==> src/design/bsk_pkg.sv <==
package bsk_pkg;

  localparam int COORD_W = 9;
  localparam int STEP_W  = 16;
  localparam int PROD_W  = COORD_W + STEP_W;
  localparam int CH_W    = 8;
  localparam int PX_W    = 3 * CH_W;
  localparam int DIM_W   = 10;
  localparam int CFG_W   = 16;
  localparam int IDX_W   = 2;

  localparam logic [IDX_W-1:0] REG_SOURCE_WIDTH  = 2'd0;
  localparam logic [IDX_W-1:0] REG_SOURCE_HEIGHT = 2'd1;
  localparam logic [IDX_W-1:0] REG_STEP_Q12      = 2'd2;

  localparam logic [DIM_W-1:0]  SOURCE_WIDTH_RST  = 10'd512;
  localparam logic [DIM_W-1:0]  SOURCE_HEIGHT_RST = 10'd512;
  localparam logic [STEP_W-1:0] STEP_Q12_RST      = 16'd6628;

  localparam logic FUNC_WRITE   = 1'b0;
  localparam logic FUNC_COMPUTE = 1'b1;

  localparam logic [PX_W-1:0] KEY_GREEN = 24'h00FF00;
  localparam logic [CH_W-1:0] CH_MAX    = 8'd255;

  // one neighbour read in flight toward the blend stage
  typedef struct packed {
    logic vld;
    logic first;
    logic last;
  } tap_t;

  typedef struct packed {
    logic [CH_W-1:0] red;
    logic [CH_W-1:0] green;
    logic [CH_W-1:0] blue;
    logic            keyed;
  } px_out_t;

endpackage

==> src/design/bsk_out_if.sv <==
interface bsk_out_if;
  logic                      valid;
  logic                      ready;
  logic [bsk_pkg::CH_W-1:0]  out_red;
  logic [bsk_pkg::CH_W-1:0]  out_green;
  logic [bsk_pkg::CH_W-1:0]  out_blue;
  logic                      keyed;

  modport source (output valid, out_red, out_green, out_blue, keyed, input ready);
  modport sink   (input valid, out_red, out_green, out_blue, keyed, output ready);
endinterface

==> src/design/bsk_blend.sv <==
module bsk_blend #(
  parameter int FRAC_BITS = 12
) (
  input  logic                       clk,
  input  logic                       rst,
  input  bsk_pkg::tap_t              tap,
  input  logic [2*FRAC_BITS:0]       wt,
  input  logic [bsk_pkg::PX_W-1:0]   rdata,
  output logic                       room,
  bsk_out_if.source                  rsp
);
  import bsk_pkg::*;

  localparam int AW = 2 * FRAC_BITS + CH_W + 1;
  localparam int QW = AW - 2 * FRAC_BITS;
  localparam logic [1:0] QDEPTH = 2'd2;

  logic          key;
  logic          done;
  logic [AW-1:0] pr_r;
  logic [AW-1:0] pr_g;
  logic [AW-1:0] pr_b;
  logic [AW-1:0] acc_r;
  logic [AW-1:0] acc_g;
  logic [AW-1:0] acc_b;
  logic [AW-1:0] acc_rn;
  logic [AW-1:0] acc_gn;
  logic [AW-1:0] acc_bn;
  logic          is_key;
  logic [QW-1:0] q_r;
  logic [QW-1:0] q_g;
  logic [QW-1:0] q_b;
  px_out_t       res;

  px_out_t       fifo [2];
  logic          wp;
  logic          rp;
  logic [1:0]    cnt;
  logic [1:0]    cred;
  logic          push;
  logic          pop;
  logic          start;

  assign is_key = (rdata == KEY_GREEN);
  assign pr_r = AW'(rdata[23:16]) * AW'(wt);
  assign pr_g = AW'(rdata[15:8])  * AW'(wt);
  assign pr_b = AW'(rdata[7:0])   * AW'(wt);
  assign acc_rn = tap.first ? pr_r : acc_r + pr_r;
  assign acc_gn = tap.first ? pr_g : acc_g + pr_g;
  assign acc_bn = tap.first ? pr_b : acc_b + pr_b;

  always_ff @(posedge clk) begin
    if (tap.vld) begin
      acc_r <= acc_rn;
      acc_g <= acc_gn;
      acc_b <= acc_bn;
      key   <= tap.first ? is_key : (key | is_key);
    end
  end

  always_ff @(posedge clk) begin
    if (rst) begin
      done <= 1'b0;
    end else begin
      done <= tap.vld && tap.last;
    end
  end

  assign q_r = QW'(acc_r >> (2 * FRAC_BITS));
  assign q_g = QW'(acc_g >> (2 * FRAC_BITS));
  assign q_b = QW'(acc_b >> (2 * FRAC_BITS));

  always_comb begin
    if (key) begin
      res.red   = '0;
      res.green = CH_MAX;
      res.blue  = '0;
      res.keyed = 1'b1;
    end else begin
      res.red   = (q_r > QW'(CH_MAX)) ? CH_MAX : q_r[CH_W-1:0];
      res.green = (q_g > QW'(CH_MAX)) ? CH_MAX : q_g[CH_W-1:0];
      res.blue  = (q_b > QW'(CH_MAX)) ? CH_MAX : q_b[CH_W-1:0];
      res.keyed = 1'b0;
    end
  end

  // result queue; credits cover every compute from first read to pop
  assign push  = done;
  assign pop   = rsp.valid && rsp.ready;
  assign start = tap.vld && tap.first;
  assign room  = (cred < QDEPTH);

  always_ff @(posedge clk) begin
    if (push) begin
      fifo[wp] <= res;
    end
  end

  always_ff @(posedge clk) begin
    if (rst) begin
      wp   <= 1'b0;
      rp   <= 1'b0;
      cnt  <= 2'd0;
      cred <= 2'd0;
    end else begin
      if (push) begin
        wp <= ~wp;
      end
      if (pop) begin
        rp <= ~rp;
      end
      cnt  <= cnt + 2'(push) - 2'(pop);
      cred <= cred + 2'(start) - 2'(pop);
    end
  end

  assign rsp.valid     = (cnt != 2'd0);
  assign rsp.out_red   = fifo[rp].red;
  assign rsp.out_green = fifo[rp].green;
  assign rsp.out_blue  = fifo[rp].blue;
  assign rsp.keyed     = fifo[rp].keyed;

  a_start_has_credit: assert property (@(posedge clk) disable iff (rst)
    start |-> cred != QDEPTH)
    else $error("compute started without queue space");

  a_no_overflow: assert property (@(posedge clk) disable iff (rst)
    push |-> (cnt != QDEPTH) || pop)
    else $error("result queue overflow");

  a_cnt_within_cred: assert property (@(posedge clk) disable iff (rst)
    cnt <= cred)
    else $error("queued results exceed outstanding credits");

endmodule

==> src/flat_wrapper.sv <==
// flat-port wrapper written by rule: the top's interface ports become plain ports
module bsk_blend_flat import bsk_pkg::*;
#(
  parameter int FRAC_BITS = 12
)
  (clk, rst, tap, wt, rdata, room, rsp_valid, rsp_out_red, rsp_out_green, rsp_out_blue, rsp_keyed, rsp_ready);
  bsk_out_if rsp_i ();
  input  logic clk;
  input  logic rst;
  input  bsk_pkg::tap_t tap;
  input  logic [2*FRAC_BITS:0] wt;
  input  logic [bsk_pkg::PX_W-1:0] rdata;
  output logic room;
  output wire logic [$bits(rsp_i.valid)-1:0] rsp_valid;
  output wire logic [$bits(rsp_i.out_red)-1:0] rsp_out_red;
  output wire logic [$bits(rsp_i.out_green)-1:0] rsp_out_green;
  output wire logic [$bits(rsp_i.out_blue)-1:0] rsp_out_blue;
  output wire logic [$bits(rsp_i.keyed)-1:0] rsp_keyed;
  input wire logic [$bits(rsp_i.ready)-1:0] rsp_ready;
  assign rsp_valid = rsp_i.valid;
  assign rsp_out_red = rsp_i.out_red;
  assign rsp_out_green = rsp_i.out_green;
  assign rsp_out_blue = rsp_i.out_blue;
  assign rsp_keyed = rsp_i.keyed;
  assign rsp_i.ready = rsp_ready;
  bsk_blend #(.FRAC_BITS(FRAC_BITS)) u_core (.clk(clk), .rst(rst), .tap(tap), .wt(wt), .rdata(rdata), .room(room), .rsp(rsp_i));
endmodule
==> config.mk <==
export PLATFORM = sky130hd
export DESIGN_NAME = bsk_blend_flat
export DESIGN_NICKNAME = d
export VERILOG_FILES = /design/src/design/bsk_pkg.sv /design/src/design/bsk_out_if.sv /design/src/design/bsk_blend.sv /design/src/flat_wrapper.sv
export SDC_FILE = /design/constraint.sdc
export NUM_CORES = 2
export LEC_CHECK = 0
export BUFFER_PORTS_ARGS = -buffer_cell sky130_fd_sc_hd__buf_2
export CORE_ASPECT_RATIO = 0.9
export CORE_MARGIN = 2
export CORE_UTILIZATION = 30
export CTS_CLUSTER_DIAMETER = 150
export DETAILED_ROUTE_END_ITERATION = 10
export GPL_ROUTABILITY_DRIVEN = 0
export PLACE_DENSITY = 0.48
export SLEW_MARGIN = 20
export SYNTH_ARGS = -nofsm -noshare
export SYNTH_HDL_FRONTEND = slang
export SYNTH_SLANG_ARGS = --single-unit
==> constraint.sdc <==
create_clock -name clk -period 7.3 [get_ports clk]
set_input_delay 0.73 -clock clk [delete_from_list [all_inputs] [get_ports clk]]
set_output_delay 0.73 -clock clk [all_outputs]
set_load 0.05 [all_outputs]
# ---- After elaboration in Yosys (flattened, before gate mapping)
# Memory sizes are Yosys's and may differ from the RTL's. A register that Yosys moved wholly into a read port is not among the register bits.
# Index checks and enable logic that the tools add are counted.
dict set report totals {
  ram_bits 50
  ff_bits 107
  out_inout_bits 27
  mem_count 1
  in_bits 55
}
# memory words word_bits read_ports rd_ports_with_merged_regs write_ports line_no
set memory_table {}
lappend memory_table {u_core.fifo 2 25 1 1 1 bsk_blend.sv:35} ;# px_out_t fifo [2];
dict set report classes {
  magnitude_cmp 4
  bitwise_logic 3
  muxes 12
  n_reduce_logical 4
  mul 3
  addsub 7
  n_eq_ne 1
}
# op count
set ops {}
lappend ops {{adder 33 bit} 3}
lappend ops {{multiplier 8 x 25 -> 33 bit} 3}
lappend ops {{two-way mux 33 bit} 3}
lappend ops {{greater-than comparator 9 x 8 -> 1 bit, second input constant} 3}
lappend ops {{two-way mux 25 bit} 1}
lappend ops {{equality test 24 x 16 -> 1 bit, second input constant} 1}
lappend ops {{two-way mux 8 bit} 3}
lappend ops {{two-way mux 1 bit} 5}
lappend ops {{adder 2 x 1 -> 2 bit} 2}
lappend ops {{subtractor 2 x 1 -> 2 bit} 2}
lappend ops {{logical AND 1 bit} 3}
lappend ops {{< comparator 2 bit, second input constant} 1}
lappend ops {{NOT 1 bit} 2}
lappend ops {{nonzero test 2 bit} 1}
lappend ops {{bitwise OR 1 bit} 1}

# ---- Depth between registers and ports, before layout
dict set report logic_depth {
  depth_word 4
  ltp_mapped 32
  mapped_depth_nobuf 30
}

# ---- Worst setup path after synthesis
# OpenSTA, ideal clock, no wires.
dict set report synth_path {
  path_type {input-to-reg}
  startpoint {in rdata[2] in the netlist's numbering}
  endpoint {reg u_core.acc_b[32], data pin}
  setup_ns 0.268
  setup_slack_ns 0.201
  cell_stages 31
  arrival_ns 6.832
  required_time_ns 7.032
  cell_sequence {clkbuf_1 > nand2_1 > fa_1 > fa_1 > inv_1 > fa_1 > inv_1 > fa_1 > inv_1 > ha_1 > a21oi_1 > o21ai_0 > a21oi_1 > o211ai_1 > a22oi_1 > nand2b_1 > a21o_1 > a311oi_1 > xnor2_1 > ha_1 > clkbuf_1 > nand2_1 > o21ai_0 > o21ai_0 > nand2b_1 > a21oi_1 > o21a_1 > nand2_1 > a22oi_1 > o211ai_1 > xnor3_1}
}
dict set report synth_between {
  elab_chain_len 3
}
# element line_no
set synth_rtl {}
lappend synth_rtl {{from (decl)} flat_wrapper.sv:12} ;# input logic [bsk_pkg::PX_W-1:0] rdata;
lappend synth_rtl {{multiplier 8 x 25 -> 33 bit *} bsk_blend.sv:47} ;# assign pr_b = AW'(rdata[7:0]) * AW'(wt);
lappend synth_rtl {{adder 33 bit} bsk_blend.sv:50} ;# assign acc_bn = tap.first ? pr_b : acc_b + pr_b;
lappend synth_rtl {{two-way mux 33 bit *} bsk_blend.sv:50}
lappend synth_rtl {{via u_core.acc_bn[32]} bsk_blend.sv:28} ;# logic [AW-1:0] acc_bn;
lappend synth_rtl {{to (signal assigned)} bsk_blend.sv:56} ;# acc_b <= acc_bn;
lappend synth_rtl {{to (decl)} bsk_blend.sv:25} ;# logic [AW-1:0] acc_b;
# Mark *: on every way through the listed nets, which the timed path passes. The rest lies on a longest branch.
# A chain may end at the register's enable or synchronous reset.

# ---- Worst setup path after layout
# Ends and elaborated chain as after synthesis.

==> metrics.cfg <==
[placed_design]
dp_cells = 4934
port-buffer-count = 81
dp_hpwl_um = 65300

[setup_path]
cp_max_fo = 12
worstSetupPathType = in -> reg
reg2reg_slack_ps = 3770
start_kind = input pin
max_stage_delay_ps = 530
critPathBufInv = 5
crit_slowest_cell = fa_1
critPathTopFamily = adder cells
end_kind = register
cp_common_cell = fa_1
ff2ff_path_depth = 14
worstReg2RegEnd = u_core.acc_r[32]
r2r-start = u_core.acc_r[0]
cp.depth = 26
critPathArrivalTime_ps = 7180
required_ps = 7560

[logic_synthesis]
async_reset_ff_share_pct = 0
synth_cell_types = 88
yosysTopAreaCellShare_pct = 27.8
synth.area.top_cells = fa_1, edfxtp_1, ha_1
syn-num-nets = 4033
yosysTopAreaCell = fa_1
synth.avg_cell_area_um2 = 9.16
synth-main-ff-cell = edfxtp_1
synth_seq_cells = 158
synth_edf_count = 150
yosysSeqAreaShare_pct = 15.5
synthCells = 3281
synth_area_mm2 = 0.0300
synth-warning-count = 0

[detailed_routing]
drc_errors = 0
routed.top_layer = met5
wire_per_inst_um = 16.1
vias = 23200
met3_length_um = 2790
initialDrtViolationCount = 1104
routed_via_density = 4.66
wirelength_um = 80200
wl_met2_um = 35800
ant_nets = 0
wl_met1_um = 39900
dr.pass1.iters = 5

[clock_tree]
path_clk_slew_ps = 70
clk_latency_ps = 530
numCtsBuffers = 17
cts_sinks = 158
clockBufferDepth = 2
clockRootBuffer = clkbuf_16
cts_max_level = 4
cts_tree = done

[timing]
hold_viol_final = 0
period_needed_ps = 6920
whs_ps = 442
maxSlewViolCount = 0
rsz0062_at_grt = yes
setup_tns_ps = 0
worst_pin_slew_ps = 950
fin_skew_ps = 21.5
fin_crit_sh_pct = 94.7
fmax_mhz = 145
finalSetupViolations = 0
max_slew_margin_pct = 36.5

[global_routing]
grt_max_degree = 76
grtUsageTotal_pct = 16.3
grt_pass1_wl_um = 133000
overflow = 0
first_global_vias = 24200
antenna_found_initial = 12

[floorplanning]
die_area_mm2 = 0.103
start_util_pct = 30.1
die_h_um = 304
rows = 110
io_pins = 82
die_w_um = 338
core-area_mm2 = 0.0996

[finish]
final_common_cell = and2_1
layout-drive-gt1-share_pct = 15.5
fillers = 10400
area_growth_pct = 16.8
fin_cells = 4975
mostFrequentLayoutCells = and2_1, fa_1, inv_1
nets = 4364

[min_path]
min_path_type = in -> reg
min_from = tap[0]
min_to = u_core.done
whs_path_depth = 3

[job]
maxCapViolCount = 0

[run_status]
status = finished clean

-- final cells by class --
type / instances / area (µm²) / share of cell area (%)
tap: 1344 / 1680 / 4.79
clock inverter: 9 / 76.3 / 0.217
inverter: 412 / 1550 / 4.41
antenna: 6 / 15.0 / 0.0428
multi-input combinational: 2572 / 23300 / 66.5
sequential: 158 / 4660 / 13.3
timing repair buffer: 451 / 3290 / 9.38
clock buffer: 23 / 478 / 1.36
-- per-stage QoR --
step	worst slack, ps	instance area, µm²	utilization [%]
after CTS	222	35000	35.1
after global routing	-8.10	35100	35.2
after floorplan	201	30000	-
after global placement	-236	34400	34.6
after detailed placement	-298	34400	34.6
final	384	35100	35.2
-- sequential cells by signal, summed over array words and instances (netlist names), named ones only --
register and flops:
u_core.done 1, u_core.fifo 50, u_core.acc_b 33, u_core.key 1, u_core.rp 1, u_core.acc_g 33, u_core.wp 1, u_core.acc_r 33
u_core.cred 2, u_core.cnt 2
-- worst register-to-register path: cells and delay by family (launching register included) --
kind	cells	cell delay (ps)
flops	1	370
xor+xnor	2	320
compound gates	7	1500
simple gates	1	70
fa+ha+maj	2	710
buf+inv	2	320
-- layer usage --
metal	vias up	track usage, %
met1	11400	23.3
li1	11400	-
met5	-	0
met4	8	4.42
met3	63	2.76
met2	250	25.4
-- cells in the mapped netlist, drive strengths merged (8+ instances only) --
master and n:
nand4 12, clkbuf 131, o31ai 12, ha 280, a21oi 178, nor4 9
o21a 27, edfxtp 150, nand2b 22, fa 417, nor2b 26, o211ai 14
nor2 142, inv 411, a21o 89, o21bai 33, nand2 283, and2 477
dfxtp 8, nand3 30, and3 18, xor2 78, buf 8, mux2 43
nor3 23, a31oi 19, xnor2 88, or3 13, o21ai 128, a211oi 22
-- how the worst max path moves through the flow --
stage / from / to / slack, ps
2_1_floorplan: rdata[2] / u_core.acc_b[32] / 200
3_3_place_gp: wt[5] / u_core.acc_g[31] / -240
3_5_place_dp: wt[5] / u_core.acc_b[32] / -300
4_1_cts: wt[5] / u_core.acc_b[32] / 220
5_1_grt: wt[3] / u_core.acc_b[32] / -8
6_report: rdata[2] / u_core.acc_b[32] / 380
-- timing repair --
| action | in CTS | in global routing |
|---|---|---|
| buffers inserted | 0 | 3 |
| hold buffers | 0 | 0 |
| resized for setup | 0 | 21 |
| setup endpoints to repair | 0 | 13 |
-- cell families (layout without fill, tap and decap cells) --
kind of cell             count (synthesis)  after routing  share of synthesized area, %
AO/OA/AOI/OAI                          588            588                          12.7
XOR/XNOR                               167            167                          4.91
adder cells (fa/ha/maj)                697            697                          39.5
buffers and inverters                  551            895                          6.95
flip-flops                             158            158                          15.5
multiplexers                            44             44                          1.65
other                                    0              6                             0
AND/OR/NAND/NOR                       1076           1076                          18.8
Power is not shown: default switching activity piles up to over one toggle a cycle in this logic, so the estimate is an artifact.
