<file path="config.mk">
export PLATFORM = sky130hd
export DESIGN_NAME = bsk_fetch_flat
export DESIGN_NICKNAME = d
export VERILOG_FILES = /design/src/design/bsk_pkg.sv /design/src/design/bsk_in_if.sv /design/src/design/bsk_fetch.sv /design/src/flat_wrapper.sv
export SDC_FILE = /design/constraint.sdc
export NUM_CORES = 1
export LEC_CHECK = 0
export BUFFER_PORTS_ARGS = -buffer_cell sky130_fd_sc_hd__buf_2
export CORE_MARGIN = 10
export CORE_UTILIZATION = 36
export CTS_CLUSTER_DIAMETER = 120
export DETAILED_ROUTE_END_ITERATION = 8
export HOLD_SLACK_MARGIN = 0.02
export PLACE_DENSITY = 0.5
export REMOVE_ABC_BUFFERS = 1
export SLEW_MARGIN = 20
export SYNTH_ARGS = -nofsm -noshare
export SYNTH_HDL_FRONTEND = slang
export SYNTH_SLANG_ARGS = --single-unit
export TNS_END_PERCENT = 10
</file>
<file path="constraint.sdc">
create_clock -name clk -period 20.4 [get_ports clk]
set_input_delay 1.02 -clock clk [delete_from_list [all_inputs] [get_ports clk]]
set_output_delay 1.02 -clock clk [all_outputs]
set_load 0.05 [all_outputs]
</file>
<file path="src/design/bsk_pkg.sv">
package bsk_pkg;

  localparam int COORD_W = 9;
  localparam int STEP_W  = 16;
  localparam int PROD_W  = COORD_W + STEP_W;
  localparam int CH_W    = 8;
  localparam int PX_W    = 3 * CH_W;
  localparam int DIM_W   = 10;
  localparam int CFG_W   = 16;
  localparam int IDX_W   = 2;

  localparam logic [IDX_W-1:0] REG_SOURCE_WIDTH  = 2'd0;
  localparam logic [IDX_W-1:0] REG_SOURCE_HEIGHT = 2'd1;
  localparam logic [IDX_W-1:0] REG_STEP_Q12      = 2'd2;

  localparam logic [DIM_W-1:0]  SOURCE_WIDTH_RST  = 10'd512;
  localparam logic [DIM_W-1:0]  SOURCE_HEIGHT_RST = 10'd512;
  localparam logic [STEP_W-1:0] STEP_Q12_RST      = 16'd6628;

  localparam logic FUNC_WRITE   = 1'b0;
  localparam logic FUNC_COMPUTE = 1'b1;

  localparam logic [PX_W-1:0] KEY_GREEN = 24'h00FF00;
  localparam logic [CH_W-1:0] CH_MAX    = 8'd255;

  // one neighbour read in flight toward the blend stage
  typedef struct packed {
    logic vld;
    logic first;
    logic last;
  } tap_t;

  typedef struct packed {
    logic [CH_W-1:0] red;
    logic [CH_W-1:0] green;
    logic [CH_W-1:0] blue;
    logic            keyed;
  } px_out_t;

endpackage

</file>
<file path="src/design/bsk_in_if.sv">
interface bsk_in_if;
  logic                         valid;
  logic                         ready;
  logic                         func;
  logic [bsk_pkg::COORD_W-1:0]  col;
  logic [bsk_pkg::COORD_W-1:0]  row;
  logic [bsk_pkg::CH_W-1:0]     in_red;
  logic [bsk_pkg::CH_W-1:0]     in_green;
  logic [bsk_pkg::CH_W-1:0]     in_blue;

  modport source (output valid, func, col, row, in_red, in_green, in_blue, input ready);
  modport sink   (input valid, func, col, row, in_red, in_green, in_blue, output ready);
endinterface

</file>
<file path="src/design/bsk_fetch.sv">
module bsk_fetch #(
  parameter int MAX_WIDTH  = 512,
  parameter int MAX_HEIGHT = 512,
  parameter int FRAC_BITS  = 12
) (
  input  logic                                           clk,
  input  logic                                           rst,
  bsk_in_if.sink                                         req,
  input  logic [bsk_pkg::STEP_W-1:0]                     step,
  input  logic [$clog2(MAX_WIDTH)-1:0]                   wm2,
  input  logic [$clog2(MAX_HEIGHT)-1:0]                  hm2,
  input  logic                                           room,
  output logic                                           ram_en,
  output logic                                           ram_we,
  output logic [$clog2(MAX_WIDTH*MAX_HEIGHT)-1:0]        ram_addr,
  output logic [bsk_pkg::PX_W-1:0]                       ram_wdata,
  output bsk_pkg::tap_t                                  tap,
  output logic [2*FRAC_BITS:0]                           wt
);
  import bsk_pkg::*;

  localparam int XW   = $clog2(MAX_WIDTH);
  localparam int YW   = $clog2(MAX_HEIGHT);
  localparam int AWD  = $clog2(MAX_WIDTH * MAX_HEIGHT);
  localparam int CXW  = (PROD_W > XW + FRAC_BITS) ? PROD_W : XW + FRAC_BITS;
  localparam int CYW  = (PROD_W > YW + FRAC_BITS) ? PROD_W : YW + FRAC_BITS;
  localparam int WXW  = FRAC_BITS + 1;
  localparam int WPW  = 2 * FRAC_BITS + 2;
  localparam int WTW  = 2 * FRAC_BITS + 1;
  localparam logic [1:0]     LAST_K = 2'd3;
  localparam logic [WXW-1:0] ONE    = {1'b1, {FRAC_BITS{1'b0}}};

  // input register: coordinate products
  logic                 s1_vld;
  logic                 s1_func;
  logic                 s1_ok;
  logic [COORD_W-1:0]   s1_col;
  logic [COORD_W-1:0]   s1_row;
  logic [PX_W-1:0]      s1_px;
  logic [PROD_W-1:0]    s1_xx;
  logic [PROD_W-1:0]    s1_yy;

  // read sequencer
  logic                 s2_busy;
  logic [1:0]           s2_k;
  logic [XW-1:0]        s2_a;
  logic [YW-1:0]        s2_b;
  logic [FRAC_BITS-1:0] s2_fx;
  logic [FRAC_BITS-1:0] s2_fy;

  logic                 s2_free;
  logic                 s2_load;
  logic                 s1_move;
  logic                 accept;
  logic [CXW-1:0]       xx_e;
  logic [CXW-1:0]       limx;
  logic [CYW-1:0]       yy_e;
  logic [CYW-1:0]       limy;
  logic [XW-1:0]        a_next;
  logic [YW-1:0]        b_next;
  logic [FRAC_BITS-1:0] fx_next;
  logic [FRAC_BITS-1:0] fy_next;
  logic [XW-1:0]        col_sel;
  logic [YW-1:0]        row_sel;
  logic [WXW-1:0]       wx;
  logic [WXW-1:0]       wy;
  logic [WPW-1:0]       wprod;

  assign accept  = req.valid && req.ready;
  assign s2_free = !s2_busy || (s2_k == LAST_K);
  assign s2_load = s1_vld && (s1_func == FUNC_COMPUTE) && s2_free && room;
  assign s1_move = s2_load || (s1_vld && (s1_func == FUNC_WRITE) && !s2_busy);
  assign req.ready = !s1_vld || s1_move;

  always_ff @(posedge clk) begin
    if (rst) begin
      s1_vld <= 1'b0;
    end else if (accept) begin
      s1_vld <= 1'b1;
    end else if (s1_move) begin
      s1_vld <= 1'b0;
    end
  end

  always_ff @(posedge clk) begin
    if (accept) begin
      s1_func <= req.func;
      s1_ok   <= (int'(req.col) < MAX_WIDTH) && (int'(req.row) < MAX_HEIGHT);
      s1_col  <= req.col;
      s1_row  <= req.row;
      s1_px   <= {req.in_red, req.in_green, req.in_blue};
      s1_xx   <= PROD_W'(req.col) * PROD_W'(step);
      s1_yy   <= PROD_W'(req.row) * PROD_W'(step);
    end
  end

  // clamp integer part to size-2; a clamped coordinate has no fraction
  always_comb begin
    xx_e = CXW'(s1_xx);
    yy_e = CYW'(s1_yy);
    limx = CXW'({wm2, {FRAC_BITS{1'b0}}});
    limy = CYW'({hm2, {FRAC_BITS{1'b0}}});
    if (xx_e > limx) begin
      a_next  = wm2;
      fx_next = '0;
    end else begin
      a_next  = XW'(xx_e >> FRAC_BITS);
      fx_next = xx_e[FRAC_BITS-1:0];
    end
    if (yy_e > limy) begin
      b_next  = hm2;
      fy_next = '0;
    end else begin
      b_next  = YW'(yy_e >> FRAC_BITS);
      fy_next = yy_e[FRAC_BITS-1:0];
    end
  end

  always_ff @(posedge clk) begin
    if (rst) begin
      s2_busy <= 1'b0;
      s2_k    <= 2'd0;
    end else if (s2_load) begin
      s2_busy <= 1'b1;
      s2_k    <= 2'd0;
    end else if (s2_busy) begin
      s2_k <= s2_k + 2'd1;
      if (s2_k == LAST_K) begin
        s2_busy <= 1'b0;
      end
    end
  end

  always_ff @(posedge clk) begin
    if (s2_load) begin
      s2_a  <= a_next;
      s2_b  <= b_next;
      s2_fx <= fx_next;
      s2_fy <= fy_next;
    end
  end

  // k[0] steps right, k[1] steps down
  assign col_sel   = s2_busy ? s2_a + XW'(s2_k[0]) : XW'(s1_col);
  assign row_sel   = s2_busy ? s2_b + YW'(s2_k[1]) : YW'(s1_row);
  assign ram_addr  = AWD'(row_sel) * AWD'(MAX_WIDTH) + AWD'(col_sel);
  assign ram_we    = s1_vld && (s1_func == FUNC_WRITE) && !s2_busy && s1_ok;
  assign ram_en    = s2_busy || ram_we;
  assign ram_wdata = s1_px;

  assign wx    = s2_k[0] ? {1'b0, s2_fx} : ONE - {1'b0, s2_fx};
  assign wy    = s2_k[1] ? {1'b0, s2_fy} : ONE - {1'b0, s2_fy};
  assign wprod = WPW'(wx) * WPW'(wy);

  // aligned with the registered RAM read data
  always_ff @(posedge clk) begin
    if (rst) begin
      tap <= '0;
    end else begin
      tap.vld   <= s2_busy;
      tap.first <= (s2_k == 2'd0);
      tap.last  <= (s2_k == LAST_K);
    end
  end

  always_ff @(posedge clk) begin
    wt <= wprod[WTW-1:0];
  end

  a_hold_port: assert property (@(posedge clk) disable iff (rst)
    s2_busy && (s2_k != LAST_K) |=> s2_busy)
    else $error("read sequence left the port early");

  a_load_when_free: assert property (@(posedge clk) disable iff (rst)
    s2_load |-> !s2_busy || (s2_k == LAST_K))
    else $error("compute loaded over a running read sequence");

  a_accept_lands: assert property (@(posedge clk) disable iff (rst)
    accept && (req.func == FUNC_COMPUTE) |=> s1_vld && (s1_func == FUNC_COMPUTE))
    else $error("accepted compute beat not held in input register");

endmodule

</file>
<file path="src/flat_wrapper.sv">
// flat-port wrapper written by rule: the top's interface ports become plain ports
module bsk_fetch_flat import bsk_pkg::*;
#(
  parameter int MAX_WIDTH  = 512,
  parameter int MAX_HEIGHT = 512,
  parameter int FRAC_BITS  = 12
)
  (clk, rst, step, wm2, hm2, room, ram_en, ram_we, ram_addr, ram_wdata, tap, wt, req_valid, req_func, req_col, req_row, req_in_red, req_in_green, req_in_blue, req_ready);
  bsk_in_if req_i ();
  input  logic clk;
  input  logic rst;
  input  logic [bsk_pkg::STEP_W-1:0] step;
  input  logic [$clog2(MAX_WIDTH)-1:0] wm2;
  input  logic [$clog2(MAX_HEIGHT)-1:0] hm2;
  input  logic room;
  output logic ram_en;
  output logic ram_we;
  output logic [$clog2(MAX_WIDTH*MAX_HEIGHT)-1:0] ram_addr;
  output logic [bsk_pkg::PX_W-1:0] ram_wdata;
  output bsk_pkg::tap_t tap;
  output logic [2*FRAC_BITS:0] wt;
  input wire logic [$bits(req_i.valid)-1:0] req_valid;
  input wire logic [$bits(req_i.func)-1:0] req_func;
  input wire logic [$bits(req_i.col)-1:0] req_col;
  input wire logic [$bits(req_i.row)-1:0] req_row;
  input wire logic [$bits(req_i.in_red)-1:0] req_in_red;
  input wire logic [$bits(req_i.in_green)-1:0] req_in_green;
  input wire logic [$bits(req_i.in_blue)-1:0] req_in_blue;
  output wire logic [$bits(req_i.ready)-1:0] req_ready;
  assign req_i.valid = req_valid;
  assign req_i.func = req_func;
  assign req_i.col = req_col;
  assign req_i.row = req_row;
  assign req_i.in_red = req_in_red;
  assign req_i.in_green = req_in_green;
  assign req_i.in_blue = req_in_blue;
  assign req_ready = req_i.ready;
  bsk_fetch #(.MAX_WIDTH(MAX_WIDTH), .MAX_HEIGHT(MAX_HEIGHT), .FRAC_BITS(FRAC_BITS)) u_core (.clk(clk), .rst(rst), .req(req_i), .step(step), .wm2(wm2), .hm2(hm2), .room(room), .ram_en(ram_en), .ram_we(ram_we), .ram_addr(ram_addr), .ram_wdata(ram_wdata), .tap(tap), .wt(wt));
endmodule
</file>
# Yosys cells after proc, flatten, opt, wreduce, memory -nomap -nowiden

Cells that the tools add are included.

Add/subtract/negate cells: 6
Multiply operators: 3
Order comparisons: 2
Equality and inequality tests: 1
Multiplexer cells: 11
Bitwise logic cells: 1
Reductions and logical operators: 15

Operators with widths:

| cell                                                | count |
|---|---|
| greater-than comparator 25 x 21 -> 1 bit            | 2 |
| multiplier 9 x 16 -> 25 bit                         | 2 |
| 2-to-1 mux 9 bit                                    | 4 |
| 2-to-1 mux 13 bit                                   | 2 |
| subtractor 13 x 12 -> 13 bit (first input constant) | 2 |
| multiplier 13 x 13 -> 25 bit                        | 1 |
| adder 18 x 9 -> 18 bit                              | 1 |
| adder 9 x 1 -> 9 bit                                | 2 |
| logical AND 1 bit                                   | 6 |
| 2-to-1 mux 1 bit                                    | 5 |
| logical OR 1 bit                                    | 4 |
| adder 2 x 1 -> 2 bit (second input constant)        | 1 |
| equality test 2 bit (second input constant)         | 1 |
| zero test 1 bit                                     | 2 |
| zero test 2 bit                                     | 1 |
| nonzero test 2 bit                                  | 1 |
| OR reduction 2 bit                                  | 1 |
| NOT 1 bit                                           | 1 |

Register bits after elaboration: 167
Input bits: 81
Output and inout port bits: 73
Word-level logic and storage cells: 56

# Logic depth before layout (Yosys ltp)

Gate-level depths: netlist of run 1.

Depth after elaboration: 8
Depth in mapped cells: 27
Mapped depth without buffers: 25

# Worst setup path before layout of run 1

No wires, ideal clock.

Kind: input to register
From: input port room
To: register u_core.s1_px[0] (netlist: u_core.ram_wdata[0]) (enable)
Setup time: 554 ps
Arrival: 7768 ps
Required time: 19846 ps
Path slack: 12077 ps
Cell stages on the path: 4
Buffers on the path: 0
Cell sequence: nand3_1 a21oi_1 nor3b_1 nor2b_1

Cells in the longest elaborated chain, start to end: 4

Ends and longest elaborated chain:

| element              | line               | source |
|---|---|---|
| start, declared      | flat_wrapper.sv:15 | `input logic room;` |
| logical AND 1 bit    | bsk_fetch.sv:71    | `assign s2_load = s1_vld && (s1_func == FUNC_COMPUTE) && s2_free && room;` |
| net u_core.s2_load   | bsk_fetch.sv:52    | `logic s2_load;` |
| logical OR 1 bit     | bsk_fetch.sv:72    | `assign s1_move = s2_load \|\| (s1_vld && (s1_func == FUNC_WRITE) && !s2_busy);` |
| logical OR 1 bit     | bsk_fetch.sv:73    | `assign req.ready = !s1_vld \|\| s1_move;` |
| logical AND 1 bit    | bsk_fetch.sv:69    | `assign accept = req.valid && req.ready;` |
| net u_core.accept    | bsk_fetch.sv:54    | `logic accept;` |
| end signal, assigned | bsk_fetch.sv:91    | `s1_px <= {req.in_red, req.in_green, req.in_blue};` |
| end, declared        | bsk_fetch.sv:39    | `logic [PX_W-1:0] s1_px;` |

The timed path passes the listed nets, and every way through them passes these cells.
A chain may end at the register's enable or synchronous reset.

# Worst setup path after layout of run 1

From: register u_core.s2_fx[0]
To: register u_core.wt[24]

Cells in the longest elaborated chain, start to end: 3

Ends and longest elaborated chain:

| element                          | line             | source |
|---|---|---|
| start, declared                  | bsk_fetch.sv:48  | `logic [FRAC_BITS-1:0] s2_fx;` |
| start signal, assigned           | bsk_fetch.sv:138 | `s2_fx <= fx_next;` |
| subtractor 13 x 12 -> 13 bit     | bsk_fetch.sv:151 | `assign wx = s2_k[0] ? {1'b0, s2_fx} : ONE - {1'b0, s2_fx};` |
| 2-to-1 mux 13 bit (*)            | bsk_fetch.sv:151 |  |
| multiplier 13 x 13 -> 25 bit (*) | bsk_fetch.sv:153 | `assign wprod = WPW'(wx) * WPW'(wy);` |
| net u_core.wprod[24]             | bsk_fetch.sv:67  | `logic [WPW-1:0] wprod;` |
| end signal, assigned             | bsk_fetch.sv:167 | `wt <= wprod[WTW-1:0];` |
| end, declared                    | bsk_fetch.sv:18  | `output logic [2*FRAC_BITS:0] wt` |

Mark *: on every way through the listed nets, which the timed path passes. The rest lies on a longest branch.

==> flow_summary.yaml, run 1 <==
sta:
  fmax_mhz: 138
  setup_viol: 0
  tns_ns: 0
  finalCritPeriodShare: 0.356
  rsz0062_at_grt: "no"
  layout_min_cycle_time_ns: 7.26
  slew_headroom: 0.302
  whs_ns: 0.539
  hold_viol: 0
  slew_violations: 0
  fin_skew_ns: 0.0109
  worst_pin_slew_ns: 1.04
setup_path:
  crit_family: "adder cells"
  path_cells: "inv_1 -> ha_1 -> a21oi_1 -> xor2_1 -> nand2_1 -> fa_1 -> inv_1 -> fa_1 -> inv_1 -> fa_1 -> inv_1 -> fa_1 -> inv_1 -> fa_1 -> inv_1 -> ha_1 -> a21oi_1 -> o21ai_1 -> nor2_1 -> o21bai_1 -> a2111oi_0 -> o31ai_1 -> xnor2_1"
  cp.required_ns: 20.75
  critPathLaunchType: "register"
  timing.rr.start: "u_core.s2_fx[0]"
  slowest_delay_ns: 0.71
  critical_path_arrival_ns: 7.61
  cp_slowest_cell: "a2111oi_0"
  cp_max_fo: 11
  cpMostUsedCell: "inv_1"
  crit_path_start: "u_core.s2_fx[0]"
  path_buf_inv: 6
  cp-end-kind: "register"
  critPathKind: "register to register"
final_layout:
  drive_above_1_share: 0.100
  fill_cells: 5781
  seq_area_um2: 4700
  area_growth_pct: 10.3
  stdcell_area_um2: 23100
  multiInputGateArea_um2: 14400
  num-nets-final: 2857
synthesis:
  synth_cells: 2155
  synth-edff-count: 135
  ys.flop_type: "edfxtp_1"
  yosys_warnings: 0
  ys_seq_area_frac: 0.224
  synth-async-reset-ratio: 0
  ys_ff_latch: 167
  synth.avg_cell_area_um2: 9.71
  synthesis.area_um2: 20900
  synth_cell_types: 65
routing:
  ant_nets: 0
  dr.pass1.iters: 5
  drt_iter0_markers: 714
  drcViolationCount: 0
  viasPerCell: 4.83
  wire_per_inst_um: 16.9
  wirelength_um: 51700
  vias: 14800
die:
  ioPinCount: 154
  die_x_um: 261
  initial_utilization: 0.363
  dieArea_um2: 68100
  coreArea_um2: 57600
  row_count: 88
  die_h_um: 261
power:
  powerDensity_nw_per_um2: 129
  leakage_uw: 0.0110
  ir_worst_vdd_mv: 0.127
clock_tree:
  h-tree-depth: 4
  clkSlewWorstSetupHoldPaths_ns: 0.08
  clockRootBuffer: "clkbuf_16"
  clk_path_buf_depth: 2
  cts_resized: 0
  cts_setup_buffers: 0
  insertion_delay_ns: 0.47
  cts_sinks: 167
  cts_tree: "built"
  postCtsHoldBufs: 0
  numCtsBuffers: 17
placement:
  io_buffers: 153
  place_area_um2: 22500
  gp_congestion: 0.890
  dp.final_hpwl_um: 42000
status:
  outcome: "finished clean"
global_route:
  grt_pass1_vias: 15900
  grt_overflow_total: 0
  grt_max_degree: 59
  track_usage: 0.156
  grt_pass1_wl_um: 84000
  antenna_found_initial: 4
worst_hold_path:
  min_from: "u_core.s1_yy[5]"
  min_path_type: "register to register"
run:
  drv_cap: 0
-- routing by layer --
layer / part of all wire / up-vias / global-route usage
met5: 0.00058 / - / 0
met4: 0.020 / 6 / 0.0435
met3: 0.035 / 55 / 0.0230
met2: 0.51 / 255 / 0.279
met1: 0.43 / 7432 / 0.193
li1: - / 7006 / -
-- report_power, final --
group	total [uW]	internal (uW)	switching [uW]
sequential	553	519	33.8
clock	327	163	164
combinational	2110	876	1230
total	2990	1560	1430
-- Yosys cell counts, drive strengths merged (3+ instances only) --
cell type	number	share of area
and2	142	0.042
nand4b	5	0.0021
o21a	6	0.0022
a211oi	10	0.0036
or4	6	0.0023
nand3	24	0.0057
nand2b	10	0.0030
a211o	4	0.0017
o21bai	8	0.0029
nor2	126	0.023
buf	3	0.0017
clkbuf	60	0.011
o31ai	6	0.0024
xor2	39	0.016
o21ai	29	0.0069
nor2b	20	0.0060
a31oi	11	0.0039
a21o	19	0.0068
and3	4	0.0012
nand3b	6	0.0022
o211ai	6	0.0022
nor4b	3	0.0013
fa	318	0.30
nor3	20	0.0050
nor3b	8	0.0036
dfxtp	32	0.031
nor4	8	0.0031
nand4	4	0.0012
mux2i	5	0.0024
mux2	24	0.013
edfxtp	135	0.19
xnor2	67	0.028
a21oi	73	0.017
inv	414	0.074
ha	184	0.11
or3	5	0.0015
nand2	291	0.052
-- final cells by class --
type | count | share of cell area
Inverter | 414 | 0.0673
Multi-Input combinational cell | 1511 | 0.625
Tap cell | 765 | 0.0415
Antenna cell | 1 | 0.000108
Clock buffer | 17 | 0.0184
Timing Repair Buffer | 163 | 0.0373
Clock inverter | 15 | 0.00672
Sequential cell | 167 | 0.203
-- path summary, 6_finish.rpt --
check / end / slack [ns] / cells past startpoint
max: u_core.wt[24] / 13.14 / 23
min: u_core.s2_fy[5] / 0.54 / 1
max reg2reg: u_core.wt[24] / 13.14 / 23
min reg2reg: u_core.s2_fy[5] / 0.54 / 1
-- placed cells by master (no fill, tap or decap), types with 6 or more instances in the layout --
cell type,synthesis,layout
inv_1,414,414
fa_1,318,318
nand2_1,290,290
ha_1,184,184
buf_2,0,153
and2_1,142,142
edfxtp_1,135,135
nor2_1,125,125
a21oi_1,73,72
xnor2_1,67,67
xor2_1,39,39
dfxtp_1,32,31
o21ai_0,26,26
nand3_1,24,24
mux2_2,23,23
nor2b_1,20,19
nor3_1,19,19
a21o_1,19,19
clkbuf_16,0,17
nand2b_1,10,10
a211oi_1,10,10
a31oi_1,9,9
buf_4,0,9
o21bai_1,8,8
nor4_1,7,7
nor3b_1,6,6
o21a_1,6,6
o211ai_1,6,6
nand3b_1,6,6
-- stage by stage --
| step | cells | worst slack, ns | power [uW] | utilization |
|---|---|---|---|---|
| final | 3053 | 13.14 | 2990 | 0.401 |
| after global routing | 3053 | 12.75 | 3340 | 0.401 |
| after CTS | 3051 | 13.15 | 3030 | 0.400 |
| after detailed placement | 3019 | 13.18 | 2690 | 0.390 |
| after global placement | 3019 | 13.41 | 2650 | 0.390 |
| after floorplan | 2092 | 12.08 | 2200 | - |
-- registers in the layout (all words and copies together), names as in the netlist --
signal and count:
u_core.ram_wdata 24, u_core.s1_col 9, u_core.s1_func 1, u_core.s1_row 9, u_core.s1_vld 1, u_core.s1_xx 25, u_core.s1_yy 25, u_core.s2_a 9
u_core.s2_b 9, u_core.s2_busy 1, u_core.s2_fx 12, u_core.s2_fy 12, u_core.s2_k 2, u_core.tap 3, u_core.wt 25
-- cells by family (layout without fill, tap and decap cells) --
logic type | after synthesis | in the layout | synth area share
AO/OA/AOI/OAI | 189 | 189 | 0.0575
XOR/XNOR | 106 | 106 | 0.0444
adder cells (fa/ha/maj) | 502 | 502 | 0.414
buffers and inverters | 477 | 609 | 0.0867
flip-flops | 167 | 167 | 0.224
multiplexers | 29 | 29 | 0.0153
other | 0 | 1 | 0
AND/OR/NAND/NOR | 685 | 685 | 0.157
No activity file was read; power rests on OpenSTA's default activity.
==> run 2, diff against run 1 <==
PLACE_DENSITY = 0.52   (was 0.5)
clock period = 6.3 ns   (was 20.4 ns; I/O delays follow)
==> run 2 against run 1 <==
Worst hold slack got worse by 0.44 ns. Critical endpoint is now u_core.wt[18]. Die area did not move. Critical path type unchanged. Worst setup slack got worse by 13 ns. Final cell count rose by 3.1%. Critical path depth rose by 1. Largest power group unchanged. Power rose to 3.5 times the previous value. Maximum frequency rose by 18%.
==> flow_summary.yaml, run 2 (same netlist as run 1, synthesis figures left out) <==
sta:
  whs_ns: 0.101
  rsz0062_at_grt: "yes"
  finalCritPeriodShare: 0.973
  slew_violations: 0
  setup_viol: 0
  slew_headroom: 0.293
  layout_min_cycle_time_ns: 6.13
  fmax_mhz: 163
  worst_pin_slew_ns: 1.06
  fin_skew_ns: 0.0103
  hold_viol: 0
setup_path:
  cp.required_ns: 6.64
  critPathKind: "register to register"
  timing.rr.start: "u_core.s2_fx[2]"
  path_cells: "nor4_4 -> nor3b_4 -> buf_6 -> a31oi_2 -> xnor2_1 -> buf_4 -> nor2_1 -> fa_1 -> inv_1 -> fa_1 -> inv_1 -> fa_1 -> fa_1 -> inv_1 -> fa_1 -> inv_1 -> ha_4 -> a21oi_2 -> o21ai_1 -> nor2_2 -> o21bai_4 -> a2111oi_0 -> nor3_1 -> xor2_1"
  critical_path_arrival_ns: 6.47
  path_buf_inv: 6
  critPathLaunchType: "register"
  cp_slowest_cell: "fa_1"
  cp_max_fo: 5
  crit_family: "adder cells"
  cpMostUsedCell: "fa_1"
  cp-end-kind: "register"
  crit_path_start: "u_core.s2_fx[2]"
  slowest_delay_ns: 0.54
die:
  die_h_um: 261
  dieArea_um2: 68100
  row_count: 88
  coreArea_um2: 57600
  initial_utilization: 0.363
  ioPinCount: 154
  die_x_um: 261
placement:
  gp_congestion: 0.895
  io_buffers: 153
  place_area_um2: 22900
  dp.final_hpwl_um: 42500
clock_tree:
  clk_path_buf_depth: 2
  clockRootBuffer: "clkbuf_16"
  h-tree-depth: 4
  cts_sinks: 167
  clkSlewWorstSetupHoldPaths_ns: 0.07
  insertion_delay_ns: 0.46
  numCtsBuffers: 17
  cts_tree: "built"
global_route:
  grt_pass1_wl_um: 85400
  antenna_found_initial: 5
  grt_pass1_vias: 16400
  track_usage: 0.158
  grt_overflow_total: 0
  grt_max_degree: 60
final_layout:
  biggestRegsByFlops: "u_core.s1_xx x25, u_core.s1_yy x25, u_core.wt x25"
  layout_commonest_cell: "inv_1"
  final_cell_mix: "414 x inv_1, 315 x fa_1, 290 x nand2_1"
  drive_above_1_share: 0.138
  fill_cells: 5708
  num-nets-final: 2952
  stdcell_area_um2: 24100
  area_growth_pct: 15.1
routing:
  drt_iter0_markers: 656
  wirelength_um: 52400
  ant_nets: 0
  vias: 15100
  viasPerCell: 4.79
  met1_length_um: 22700
  routed-wl-met2_um: 27100
  dr.pass1.iters: 5
  drcViolationCount: 0
  top_layer: "met5"
  wire_per_inst_um: 16.6
  wl_met3_um: 1540
run:
  drv_cap: 0
status:
  outcome: "finished clean"
worst_hold_path:
  min_from: "req_valid"
  min_path_type: "input port to register"
power:
  powerDensity_nw_per_um2: 435
  ir_worst_vdd_mv: 0.652
  leakage_uw: 0.0115
run 2: cell type report:
cell class / instances / area, um2 / share of cell area
antenna: 3 / 7.51 / 0.000312
clock buffer: 18 / 429 / 0.0178
clock inverter: 13 / 161 / 0.00671
inverter: 414 / 1550 / 0.0646
multi-input combinational: 1511 / 14600 / 0.608
sequential: 167 / 4700 / 0.195
tap: 765 / 957 / 0.0398
timing repair buffer: 258 / 1620 / 0.0673
run 2: repair_timing:
item                       4_1_cts  5_1_grt
buffers inserted                 0       12
pin swaps                        0       12
setup endpoints to repair        4        7
gates resized for setup          5       36
gates cloned                     0        0
hold buffers                    25        0
hold endpoints to repair        25        0
run 2: layer usage:
metal	global-route usage	vias to the layer above
met2	0.286	206
li1	-	7189
met3	0.0246	67
met1	0.193	7626
met4	0.0416	10
met5	0	-
run 2: final timing paths:
check,endpoint,cells past startpoint,slack (ns)
setup / recovery,u_core.wt[18],24,0.17
hold / removal,u_core.s1_vld,3,0.10
setup reg to reg,u_core.wt[18],24,0.17
hold reg to reg,u_core.s2_fy[5],1,0.55
run 2: stage by stage:
step	setup slack [ns]	cells	utilization	setup TNS [ns]	power (uW)
2_1_floorplan	-1.81	2092	-	-167.95	7130
3_3_place_gp	-0.0665	3078	0.398	-0.110	8880
3_5_place_dp	-0.0874	3078	0.398	-0.225	8990
4_1_cts	0.0154	3134	0.413	0	10200
5_1_grt	-0.0723	3146	0.418	-0.198	11600
6_report	0.172	3149	0.418	0	10500
run 2: tightest hold or removal path: stages:
cell	delay [ns]
buf_2	0.09
nor2_1	0.04
nor2_1	0.07
run 2: power breakdown:
group          total, uW  internal, uW  switching, uW
sequential          1790          1680            106
combinational       7590          3370           4220
clock               1080           596            486
total              10500          5650           4820
